**src/design/mlr_pkg.sv**
```systemverilog
// shared types, codes and helper functions of the midpoint line rasteriser
package mlr_pkg;

    // request kind carried in tuser on the input side
    localparam logic OP_START = 1'b0;
    localparam logic OP_STEP  = 1'b1;

    // octant codes
    typedef logic [2:0] t_octant;
    localparam t_octant OCT0 = 3'd0;
    localparam t_octant OCT1 = 3'd1;
    localparam t_octant OCT2 = 3'd2;
    localparam t_octant OCT3 = 3'd3;
    localparam t_octant OCT4 = 3'd4;
    localparam t_octant OCT5 = 3'd5;
    localparam t_octant OCT6 = 3'd6;
    localparam t_octant OCT7 = 3'd7;

    // depth of the queue between front and back
    localparam int QDEPTH = 4;
    localparam int QPTR_W = $clog2(QDEPTH);

    // queue status seen by both ends
    typedef struct packed {
        logic full;
        logic empty;
    } t_q_status;

    // width of one queue entry for a given coordinate width
    function automatic int entry_w(input int n);
        return 6 * n + 10;
    endfunction

    // x is the major axis in octants 0, 3, 4 and 7
    function automatic logic major_is_x(input t_octant z);
        logic r;
        unique case (z) inside
            OCT0, OCT3, OCT4, OCT7: r = 1'b1;
            default:                r = 1'b0;
        endcase
        return r;
    endfunction

    // x runs in the positive direction in octants 0, 1, 6 and 7
    function automatic logic x_positive(input t_octant z);
        logic r;
        unique case (z) inside
            OCT0, OCT1, OCT6, OCT7: r = 1'b1;
            default:                r = 1'b0;
        endcase
        return r;
    endfunction

    // y runs in the positive direction in octants 0 to 3
    function automatic logic y_positive(input t_octant z);
        logic r;
        unique case (z) inside
            OCT0, OCT1, OCT2, OCT3: r = 1'b1;
            default:                r = 1'b0;
        endcase
        return r;
    endfunction

endpackage

```
**src/design/mlr_front.sv**
```systemverilog
// front end: accepts requests, takes endpoint deltas and sets up each line
module mlr_front #(
    parameter  int COORD_BITS = 11,
    localparam int EW         = mlr_pkg::entry_w(COORD_BITS)
) (
    input  logic                i_clk,
    input  logic                i_rst_n,
    input  logic                i_valid,
    output logic                o_ready,
    input  logic                i_op,
    input  logic [COORD_BITS-1:0] i_x_start,
    input  logic [COORD_BITS-1:0] i_y_start,
    input  logic [COORD_BITS-1:0] i_x_end,
    input  logic [COORD_BITS-1:0] i_y_end,
    input  mlr_pkg::t_q_status  i_q_status,
    output logic                o_push,
    output logic [EW-1:0]       o_entry
);
    import mlr_pkg::*;

    localparam int N  = COORD_BITS;
    localparam int DW = N + 2;

    // delta stage registers
    logic           r_a_valid;
    logic           r_a_op;
    logic [N-1:0]   r_a_x;
    logic [N-1:0]   r_a_y;
    logic [N:0]     r_a_dx;
    logic [N:0]     r_a_ndx;
    logic [N:0]     r_a_dy;
    logic [N:0]     r_a_ndy;

    // setup signals
    logic           x_neg;
    logic           y_neg;
    logic           x_zero;
    logic           y_zero;
    logic [N-1:0]   ax;
    logic [N-1:0]   ay;
    logic [DW-1:0]  ax_e;
    logic [DW-1:0]  ay_e;
    logic [DW-1:0]  diff_xy;
    logic [DW-1:0]  diff_yx;
    logic [DW-1:0]  dec_x;
    logic [DW-1:0]  dec_y;
    logic           ge_x;
    logic           ge_y;
    t_octant        zone;
    logic           maj_x;
    logic [DW-1:0]  dec;
    logic [DW-1:0]  inc_s;
    logic [DW-1:0]  inc_d;
    logic [N-1:0]   remain;

    assign o_ready = !r_a_valid || !i_q_status.full;
    assign o_push  = r_a_valid && !i_q_status.full;

    // delta stage valid
    always_ff @(posedge i_clk) begin
        if (!i_rst_n) begin
            r_a_valid <= 1'b0;
        end else if (o_ready) begin
            r_a_valid <= i_valid;
        end
    end

    // deltas in both directions, so the magnitude is only a selection later
    always_ff @(posedge i_clk) begin
        if (o_ready && i_valid) begin
            r_a_op  <= i_op;
            r_a_x   <= i_x_start;
            r_a_y   <= i_y_start;
            r_a_dx  <= {i_x_end[N-1], i_x_end} - {i_x_start[N-1], i_x_start};
            r_a_ndx <= {i_x_start[N-1], i_x_start} - {i_x_end[N-1], i_x_end};
            r_a_dy  <= {i_y_end[N-1], i_y_end} - {i_y_start[N-1], i_y_start};
            r_a_ndy <= {i_y_start[N-1], i_y_start} - {i_y_end[N-1], i_y_end};
        end
    end

    // magnitudes and the candidate setup values for either major axis
    always_comb begin
        x_neg   = r_a_dx[N];
        y_neg   = r_a_dy[N];
        x_zero  = (r_a_dx == '0);
        y_zero  = (r_a_dy == '0);
        ax      = x_neg ? r_a_ndx[N-1:0] : r_a_dx[N-1:0];
        ay      = y_neg ? r_a_ndy[N-1:0] : r_a_dy[N-1:0];
        ax_e    = {2'b00, ax};
        ay_e    = {2'b00, ay};
        diff_xy = ax_e - ay_e;
        diff_yx = ay_e - ax_e;
        dec_x   = {ay_e[DW-2:0], 1'b0} - ax_e;
        dec_y   = {ax_e[DW-2:0], 1'b0} - ay_e;
        ge_x    = !diff_xy[DW-1];
        ge_y    = !diff_yx[DW-1];
    end

    // octant classification, tests in fixed order
    always_comb begin
        if (!x_neg && !y_neg) begin
            zone = ge_x ? OCT0 : OCT1;
        end else if ((x_neg || x_zero) && !y_neg) begin
            zone = ge_y ? OCT2 : OCT3;
        end else if ((x_neg || x_zero) && (y_neg || y_zero)) begin
            zone = ge_x ? OCT4 : OCT5;
        end else begin
            zone = ge_y ? OCT6 : OCT7;
        end
    end

    // decision variable and increments for the chosen major axis
    always_comb begin
        maj_x = major_is_x(zone);
        if (maj_x) begin
            dec    = dec_x;
            inc_s  = {ay_e[DW-2:0], 1'b0};
            inc_d  = {diff_yx[DW-2:0], 1'b0};
            remain = ax;
        end else begin
            dec    = dec_y;
            inc_s  = {ax_e[DW-2:0], 1'b0};
            inc_d  = {diff_xy[DW-2:0], 1'b0};
            remain = ay;
        end
    end

    assign o_entry = {remain, inc_d, inc_s, dec, zone, r_a_y, r_a_x, r_a_op};

endmodule

```
**src/design/mlr_queue.sv**
```systemverilog
// short first-in first-out queue between the front and back ends
module mlr_queue #(
    parameter int WIDTH = 76
) (
    input  logic               i_clk,
    input  logic               i_rst_n,
    input  logic               i_push,
    input  logic [WIDTH-1:0]   i_data,
    input  logic               i_pop,
    output mlr_pkg::t_q_status o_status,
    output logic [WIDTH-1:0]   o_data
);
    import mlr_pkg::*;

    logic [WIDTH-1:0]  r_mem [QDEPTH];
    logic [QPTR_W-1:0] r_wr;
    logic [QPTR_W-1:0] r_rd;
    logic [QPTR_W:0]   r_count;

    assign o_status.full  = (r_count == (QPTR_W + 1)'(QDEPTH));
    assign o_status.empty = (r_count == '0);
    assign o_data         = r_mem[r_rd];

    // pointers and fill level
    always_ff @(posedge i_clk) begin
        if (!i_rst_n) begin
            r_wr    <= '0;
            r_rd    <= '0;
            r_count <= '0;
        end else begin
            if (i_push) begin
                r_wr <= r_wr + 1'b1;
            end
            if (i_pop) begin
                r_rd <= r_rd + 1'b1;
            end
            case ({i_push, i_pop})
                2'b10:   r_count <= r_count + 1'b1;
                2'b01:   r_count <= r_count - 1'b1;
                default: r_count <= r_count;
            endcase
        end
    end

    // entry storage
    always_ff @(posedge i_clk) begin
        if (i_push) begin
            r_mem[r_wr] <= i_data;
        end
    end

endmodule

```
**src/design/mlr_back.sv**
```systemverilog
// back end: holds the line state, steps one pixel per request, registers the result
module mlr_back #(
    parameter  int COORD_BITS = 11,
    localparam int EW         = mlr_pkg::entry_w(COORD_BITS)
) (
    input  logic                  i_clk,
    input  logic                  i_rst_n,
    input  mlr_pkg::t_q_status    i_q_status,
    input  logic [EW-1:0]         i_entry,
    output logic                  o_pop,
    output logic                  o_valid,
    input  logic                  i_ready,
    output logic [COORD_BITS-1:0] o_pixel_x,
    output logic [COORD_BITS-1:0] o_pixel_y,
    output mlr_pkg::t_octant      o_octant,
    output logic                  o_pixel_valid,
    output logic                  o_last_pixel
);
    import mlr_pkg::*;

    localparam int N  = COORD_BITS;
    localparam int DW = N + 2;

    // unpacked queue entry
    logic          q_op;
    logic [N-1:0]  q_x;
    logic [N-1:0]  q_y;
    t_octant       q_zone;
    logic [DW-1:0] q_dec;
    logic [DW-1:0] q_inc_s;
    logic [DW-1:0] q_inc_d;
    logic [N-1:0]  q_remain;

    // line state
    logic          r_active;
    logic [N-1:0]  r_cur_x;
    logic [N-1:0]  r_cur_y;
    t_octant       r_zone;
    logic [DW-1:0] r_dec;
    logic [DW-1:0] r_inc_s;
    logic [DW-1:0] r_inc_d;
    logic [N-1:0]  r_remain;
    logic          n_active;
    logic [N-1:0]  n_cur_x;
    logic [N-1:0]  n_cur_y;
    t_octant       n_zone;
    logic [DW-1:0] n_dec;
    logic [DW-1:0] n_inc_s;
    logic [DW-1:0] n_inc_d;
    logic [N-1:0]  n_remain;

    // output register
    logic          r_out_valid;
    logic [N-1:0]  r_px;
    logic [N-1:0]  r_py;
    t_octant       r_oct;
    logic          r_pv;
    logic          r_last;
    logic [N-1:0]  n_px;
    logic [N-1:0]  n_py;
    t_octant       n_oct;
    logic          n_pv;
    logic          n_last;

    // step helpers
    logic          diag;
    logic          maj_x;
    logic [N-1:0]  delta_x;
    logic [N-1:0]  delta_y;
    logic [N-1:0]  step_x;
    logic [N-1:0]  step_y;

    assign {q_remain, q_inc_d, q_inc_s, q_dec, q_zone, q_y, q_x, q_op} = i_entry;

    assign o_pop = !i_q_status.empty && (!r_out_valid || i_ready);

    // unit step on the major axis, and on the minor axis too when diagonal
    always_comb begin
        diag    = !r_dec[DW-1];
        maj_x   = major_is_x(r_zone);
        delta_x = {{(N-1){!x_positive(r_zone)}}, 1'b1};
        delta_y = {{(N-1){!y_positive(r_zone)}}, 1'b1};
        step_x  = (maj_x || diag) ? r_cur_x + delta_x : r_cur_x;
        step_y  = (!maj_x || diag) ? r_cur_y + delta_y : r_cur_y;
    end

    // next line state and result
    always_comb begin
        n_active = r_active;
        n_cur_x  = r_cur_x;
        n_cur_y  = r_cur_y;
        n_zone   = r_zone;
        n_dec    = r_dec;
        n_inc_s  = r_inc_s;
        n_inc_d  = r_inc_d;
        n_remain = r_remain;
        n_px     = '0;
        n_py     = '0;
        n_oct    = OCT0;
        n_pv     = 1'b0;
        n_last   = 1'b0;
        if (q_op == OP_START) begin
            n_cur_x  = q_x;
            n_cur_y  = q_y;
            n_zone   = q_zone;
            n_dec    = q_dec;
            n_inc_s  = q_inc_s;
            n_inc_d  = q_inc_d;
            n_remain = q_remain;
            n_active = (q_remain != '0);
            n_px     = q_x;
            n_py     = q_y;
            n_oct    = q_zone;
            n_pv     = 1'b1;
            n_last   = (q_remain == '0);
        end else if (r_active) begin
            n_cur_x  = step_x;
            n_cur_y  = step_y;
            n_dec    = r_dec + (diag ? r_inc_d : r_inc_s);
            n_remain = r_remain - 1'b1;
            n_active = (r_remain != N'(1));
            n_px     = step_x;
            n_py     = step_y;
            n_oct    = r_zone;
            n_pv     = 1'b1;
            n_last   = (r_remain == N'(1));
        end
    end

    // control state
    always_ff @(posedge i_clk) begin
        if (!i_rst_n) begin
            r_active    <= 1'b0;
            r_out_valid <= 1'b0;
        end else begin
            if (o_pop) begin
                r_active    <= n_active;
                r_out_valid <= 1'b1;
            end else if (i_ready) begin
                r_out_valid <= 1'b0;
            end
        end
    end

    // line payload and result payload
    always_ff @(posedge i_clk) begin
        if (o_pop) begin
            r_cur_x  <= n_cur_x;
            r_cur_y  <= n_cur_y;
            r_zone   <= n_zone;
            r_dec    <= n_dec;
            r_inc_s  <= n_inc_s;
            r_inc_d  <= n_inc_d;
            r_remain <= n_remain;
            r_px     <= n_px;
            r_py     <= n_py;
            r_oct    <= n_oct;
            r_pv     <= n_pv;
            r_last   <= n_last;
        end
    end

    assign o_valid       = r_out_valid;
    assign o_pixel_x     = r_px;
    assign o_pixel_y     = r_py;
    assign o_octant      = r_oct;
    assign o_pixel_valid = r_pv;
    assign o_last_pixel  = r_last;

endmodule

```
**src/design/midpoint_line_rasterizer.sv**
```systemverilog
// A request passes the delta register, the queue, the stepping logic and the output register.
// Throughput: one request per cycle while neither the queue nor the output stalls;
// each pixel step is one add and compare. A four-entry queue parts setup from stepping,
// so input keeps flowing under output stalls until the queue is full.
// Reset (i_rst_n low, synchronous) empties the queue and output and leaves no line active.
// top level of the midpoint line rasteriser
module midpoint_line_rasterizer #(
    parameter int COORD_BITS = 11
) (
    input  logic i_clk,
    input  logic i_rst_n,
    // request side
    input  logic i_s_tvalid,
    output logic o_s_tready,
    // x_start, y_start, x_end, y_end from bit 0 up, zero padded
    input  logic [((4 * COORD_BITS + 7) / 8) * 8 - 1:0] i_s_tdata,
    // op
    input  logic i_s_tuser,
    // result side
    output logic o_m_tvalid,
    input  logic i_m_tready,
    // pixel_x, pixel_y, octant from bit 0 up, zero padded
    output logic [((2 * COORD_BITS + 3 + 7) / 8) * 8 - 1:0] o_m_tdata,
    // pixel_valid
    output logic o_m_tuser,
    // last_pixel
    output logic o_m_tlast
);
    import mlr_pkg::*;

    localparam int N     = COORD_BITS;
    localparam int OUT_W = ((2 * N + 3 + 7) / 8) * 8;
    localparam int EW    = entry_w(N);

    t_q_status     q_status;
    logic          q_push;
    logic          q_pop;
    logic [EW-1:0] q_wdata;
    logic [EW-1:0] q_rdata;
    logic [N-1:0]  pixel_x;
    logic [N-1:0]  pixel_y;
    t_octant       octant;

    // setup front end
    mlr_front #(
        .COORD_BITS (N)
    ) u_front (
        .i_clk      (i_clk),
        .i_rst_n    (i_rst_n),
        .i_valid    (i_s_tvalid),
        .o_ready    (o_s_tready),
        .i_op       (i_s_tuser),
        .i_x_start  (i_s_tdata[N-1:0]),
        .i_y_start  (i_s_tdata[2*N-1:N]),
        .i_x_end    (i_s_tdata[3*N-1:2*N]),
        .i_y_end    (i_s_tdata[4*N-1:3*N]),
        .i_q_status (q_status),
        .o_push     (q_push),
        .o_entry    (q_wdata)
    );

    // decoupling queue
    mlr_queue #(
        .WIDTH (EW)
    ) u_queue (
        .i_clk    (i_clk),
        .i_rst_n  (i_rst_n),
        .i_push   (q_push),
        .i_data   (q_wdata),
        .i_pop    (q_pop),
        .o_status (q_status),
        .o_data   (q_rdata)
    );

    // stepping back end
    mlr_back #(
        .COORD_BITS (N)
    ) u_back (
        .i_clk         (i_clk),
        .i_rst_n       (i_rst_n),
        .i_q_status    (q_status),
        .i_entry       (q_rdata),
        .o_pop         (q_pop),
        .o_valid       (o_m_tvalid),
        .i_ready       (i_m_tready),
        .o_pixel_x     (pixel_x),
        .o_pixel_y     (pixel_y),
        .o_octant      (octant),
        .o_pixel_valid (o_m_tuser),
        .o_last_pixel  (o_m_tlast)
    );

    // result packing
    assign o_m_tdata = {{(OUT_W - 2 * N - 3){1'b0}}, octant, pixel_y, pixel_x};

endmodule

```
**config.mk**
```make
export PLATFORM = sky130hd
export DESIGN_NAME = midpoint_line_rasterizer
export DESIGN_NICKNAME = d
export VERILOG_FILES = /design/src/design/mlr_pkg.sv /design/src/design/mlr_front.sv /design/src/design/mlr_queue.sv /design/src/design/mlr_back.sv /design/src/design/midpoint_line_rasterizer.sv
export SDC_FILE = /design/constraint.sdc
export NUM_CORES = 1
export LEC_CHECK = 0
export BUFFER_PORTS_ARGS = -buffer_cell sky130_fd_sc_hd__buf_4
export CELL_PAD_IN_SITES_DETAIL_PLACEMENT = 0
export CELL_PAD_IN_SITES_GLOBAL_PLACEMENT = 1
export CORE_MARGIN = 3
export CORE_UTILIZATION = 51
export DETAILED_ROUTE_END_ITERATION = 7
export GPL_ROUTABILITY_DRIVEN = 0
export GPL_TIMING_DRIVEN = 0
export HOLD_SLACK_MARGIN = 0.06
export MAX_ROUTING_LAYER = met4
export PLACE_DENSITY = 0.8
export SLEW_MARGIN = 25
export SYNTH_ARGS = -nofsm -noshare
export SYNTH_HDL_FRONTEND = slang
export SYNTH_HIERARCHICAL = 1
export SYNTH_SLANG_ARGS = --single-unit
```
**constraint.sdc**
```tcl
create_clock -name i_clk -period 5.4 [get_ports i_clk]
set_input_delay 0 -clock i_clk [delete_from_list [all_inputs] [get_ports i_clk]]
set_output_delay 0 -clock i_clk [all_outputs]
set_load 0.01 [all_outputs]
```
==> results by group <==
Status
  • Outcome: finished clean

Worst setup path
  • Crit end category: register
  • Setup CP Type: register to register
  • Crit-path max FO: 10
  • CP startpoint kind: register
  • CP Data Required Time: ~5700 ps
  • FF-to-FF Start: u_front/r_a_dy[11]$_DFFE_PP_
  • R2R depth: 12
  • Critical path arrival: between 5000 and 6000 ps
  • R2R setup slack: 300 ps
  • Reg-to-Reg End: u_queue/r_mem[0][72]$_DFFE_PP_

Clock network
  • Clk Tree Root Cell: clkbuf_16
  • CTS Buf Count: 49
  • H-tree depth: 2
  • Clock Path Buffers: 3
  • Postcts setup bufs: 0
  • # clock sinks: 485
  • Register clock-pin slew on the reported worst setup and hold paths: 60 ps
  • Worst-skew pair later-pin latency: 580 ps
  • Clock tree from TritonCTS: built

Floorplanning
  • # rows: just under 80
  • Top Ports: 89
  • Die height: 223 um
  • Die X: 223 um
  • Core box area: around 46,000 um^2
  • Initial Util: 52.2%
  • Die Area: 49,600 um^2

Yosys
  • Cell taking the most area after synthesis: edfxtp_1
  • Top post-synthesis cells by count: 473 x edfxtp_1, 129 x inv_1, 125 x ha_1, 107 x nor2_1, 105 x a21oi_1
  • Post-synth ARST share: 0%
  • Xor-xnor portion of the synthesized cell area: 2.49%
  • Synthesized area: between 20,000 and 25,000 um^2
  • Most frequent cell after synthesis: edfxtp_1
  • FF+latch count, synth: 485
  • Syn_area_per_cell: 14.1 um^2
  • Yosys top cell area share: between 50 and 60%
  • Mux contribution to synthesized area: under 10%
  • Register area share after synthesis: between 60 and 70%
  • Syn Inst Count: between 1,500 and 2,000
  • Distinct cell type count after synthesis: 81
  • Compound-Gate Fraction of Synth Area: 8.87%
  • Top FF cell, synth: edfxtp_1
  • Ys Warns: 6
  • Adder-cell share of the synthesized area: 7.53%
  • Largest family of logic cells by synthesized area: multiplexers
  • Number of flops mapped to enable cells by yosys: 473
  • Most area-consuming cells after synthesis: edfxtp_1 59%, mux4_2 7.1%, ha_1 6.5%
  • Simple-Gate Fraction of Synth Area: about 7%

Routing
  • Vias per cell: 5.71
  • Post-Route WL: about 53 mm
  • Via count: 14,500
  • DRT antenna net count: 0
  • 1st-iter DRT viols: about 1,400
  • Routed length per instance: roughly 21 um
  • First-pass iteration count of the detailed router: 5
  • Drc violations: 0

Global routing
  • Initial antenna violation count: 1
  • Global-route wire length before repair: 82.6 mm
  • Largest net degree at the start of global routing: ~60
  • Congestion Overflow GR: 0
  • GRT Util Overall: 22.2%
  • Number of global-route vias before repair: 14,500

Finish
  • Share of cells above drive strength 1: ~17%
  • Post-Layout Cell Count: 2,545
  • Post-route design area: 27,700 um^2
  • Area growth, synth to finish: 15.8%
  • Fin nets: 2,096
  • Ant. Diodes: 0

Min path
  • Hold crit path type: input port to register
  • Hold Crit Depth: 4
  • Hold path endpoint: u_front/r_a_dy[8]$_DFFE_PP_
  • Hold Path Origin: i_s_tdata[40]

Place
  • Hpwl dp: 37.9 mm
  • Area post-placement: 25,600 um^2
  • I/O Buffers: 77
  • Cells after DPL: 2,397

Job
  • Max-Cap Viols: 0

Timing
  • Final number of setup-violating endpoints: 0
  • Pins Over Slew Limit: 0
  • Final Hold Fails: 0
  • Rel. slew slack: a little under a third
  • Peak Freq: around 0.20 GHz
  • Period utilisation layout: a little over nine tenths
  • Fin Clk Skew: 16.2 ps
  • Minimum clock period: 5100 ps
  • Worst-margin pin slew: 1010 ps
  • RSZ-0062 raised after global routing: no

Power and ir drop
  • Leakage: slightly above 10 nW
  • Pwr/cell area: 561 nW/um^2
  • Design Power: approximately 16 mW
  • VDD IR-drop max: ~380 uV
## kinds of logic after synthesis
kind of cell / Yosys count
AND/OR/NAND/NOR: 349
XOR/XNOR: 68
flip-flops: 485
multiplexers: 136
AO/OA/AOI/OAI: 328
adder cells (fa/ha/maj): 137
buffers and inverters: 197
other: 2
## stage by stage
| stage | setup TNS [ps] | hold slack (ps) | worst slack [ps] | utilization (%) |
|---|---|---|---|---|
| floorplan | 0 | 98.9 | 1480 | - |
| global placement | -11230 | 180 | -251 | 55.2 |
| detailed placement | -2.58 | 181 | -0.711 | 55.8 |
| CTS | 0 | 66.8 | 48.0 | 60.4 |
| global route | 0 | 131 | 17.6 | 60.5 |
| finish | 0 | 104 | 304 | 60.5 |
## placed cells by master, fill, tap and decap left out, types with 11 or more instances in the layout
cell,Yosys,layout
edfxtp_1,473,473
mux4_2,76,76
nor2_1,107,104
buf_2,12,12
dfxtp_1,12,12
o21a_1,18,18
ha_1,125,125
clkbuf_1,22,31
mux2_2,24,24
inv_1,129,128
clkinv_2,0,11
xnor2_1,44,44
xor2_1,24,24
a21o_1,30,30
mux2i_1,34,30
nand3_1,20,20
a21boi_0,18,18
o21ai_0,62,61
clkbuf_16,0,49
nor3_1,24,24
nand2b_1,19,19
dlygate4sd3_1,0,58
and2_1,23,18
nor2b_1,24,24
fa_1,12,12
a21oi_1,105,105
nand2_1,83,83
buf_4,15,92
## where the power goes
part	internal, mW	switching [mW]
sequential	5.46	0.281
combinational	2.67	3.90
clock	1.87	1.38
total	10.0	5.56
## how the worst max path moves through the flow
stage / from / to / cells past startpoint
detailed placement: u_front/r_a_dy[11]$_DFFE_PP_ / u_queue/r_mem[3][65]$_DFFE_PP_ / 13
global route: u_front/r_a_dy[11]$_DFFE_PP_ / u_queue/r_mem[0][72]$_DFFE_PP_ / 12
global placement: register / u_back/r_dec[0]$_DFFE_PP_ / 6
floorplan: register / u_back/r_cur_x[0]$_DFFE_PP_ / 7
finish: u_front/r_a_dy[11]$_DFFE_PP_ / u_queue/r_mem[0][72]$_DFFE_PP_ / 12
CTS: u_front/r_a_dy[11]$_DFFE_PP_ / u_queue/r_mem[0][72]$_DFFE_PP_ / 12
## state kept, by name, indices dropped and copies added, names as in the netlist, 3 cells and up, named ones only
register	cells
u_queue/r_mem	304
u_front/r_a_x	11
u_front/r_a_ndx	10
u_front/r_a_ndy	10
u_back/r_dec	13
u_back/r_remain	11
u_back/r_cur_x	11
u_front/r_a_dy	12
u_back/r_cur_y	11
u_back/r_zone	3
u_back/r_inc_d	13
u_back/r_inc_s	13
u_front/r_a_dx	12
u_front/r_a_y	11
u_queue/r_count	3
u_back/o_octant	3
u_back/o_pixel_y	11
u_back/o_pixel_x	11
## layer usage
layer | up-vias | track usage (%) | part of all wire [%]
met1 | 7188 | 30.2 | 44
li1 | 6810 | - | -
met3 | 102 | 3.17 | 5.2
met4 | 0 | 6.52 | 2.8
met2 | 433 | 35.2 | 48
met5 | - | - | 0
## worst max-delay path, cell delays in order (launching register included)
cell and delay, ps:
edfxtp_1 470, buf_1 640, mux2i_2 710, inv_1 300, ha_1 360, nand3b_1 120
a21oi_1 110, o21bai_1 250, nand2_1 200, a21boi_1 510, buf_2 390, clkbuf_1 420
a21oi_1 270
## what timing repair did
action | CTS | global route
setup endpoints to repair | 1 | 92
hold endpoints to repair | 86 | 0
gates resized for setup | 1 | 4
hold buffers | 58 | 0
## final cells by class
class	instances	area (um^2)
Buffer	66	415
Timing Repair Buffer	145	1400
Sequential cell	485	14400
Fill cell	3481	18100
Inverter	131	492
Clock buffer	62	1320
Tap cell	600	751
Clock inverter	28	238
Multi-Input combinational cell	1028	8670
(Power assumes the default switching activity.)
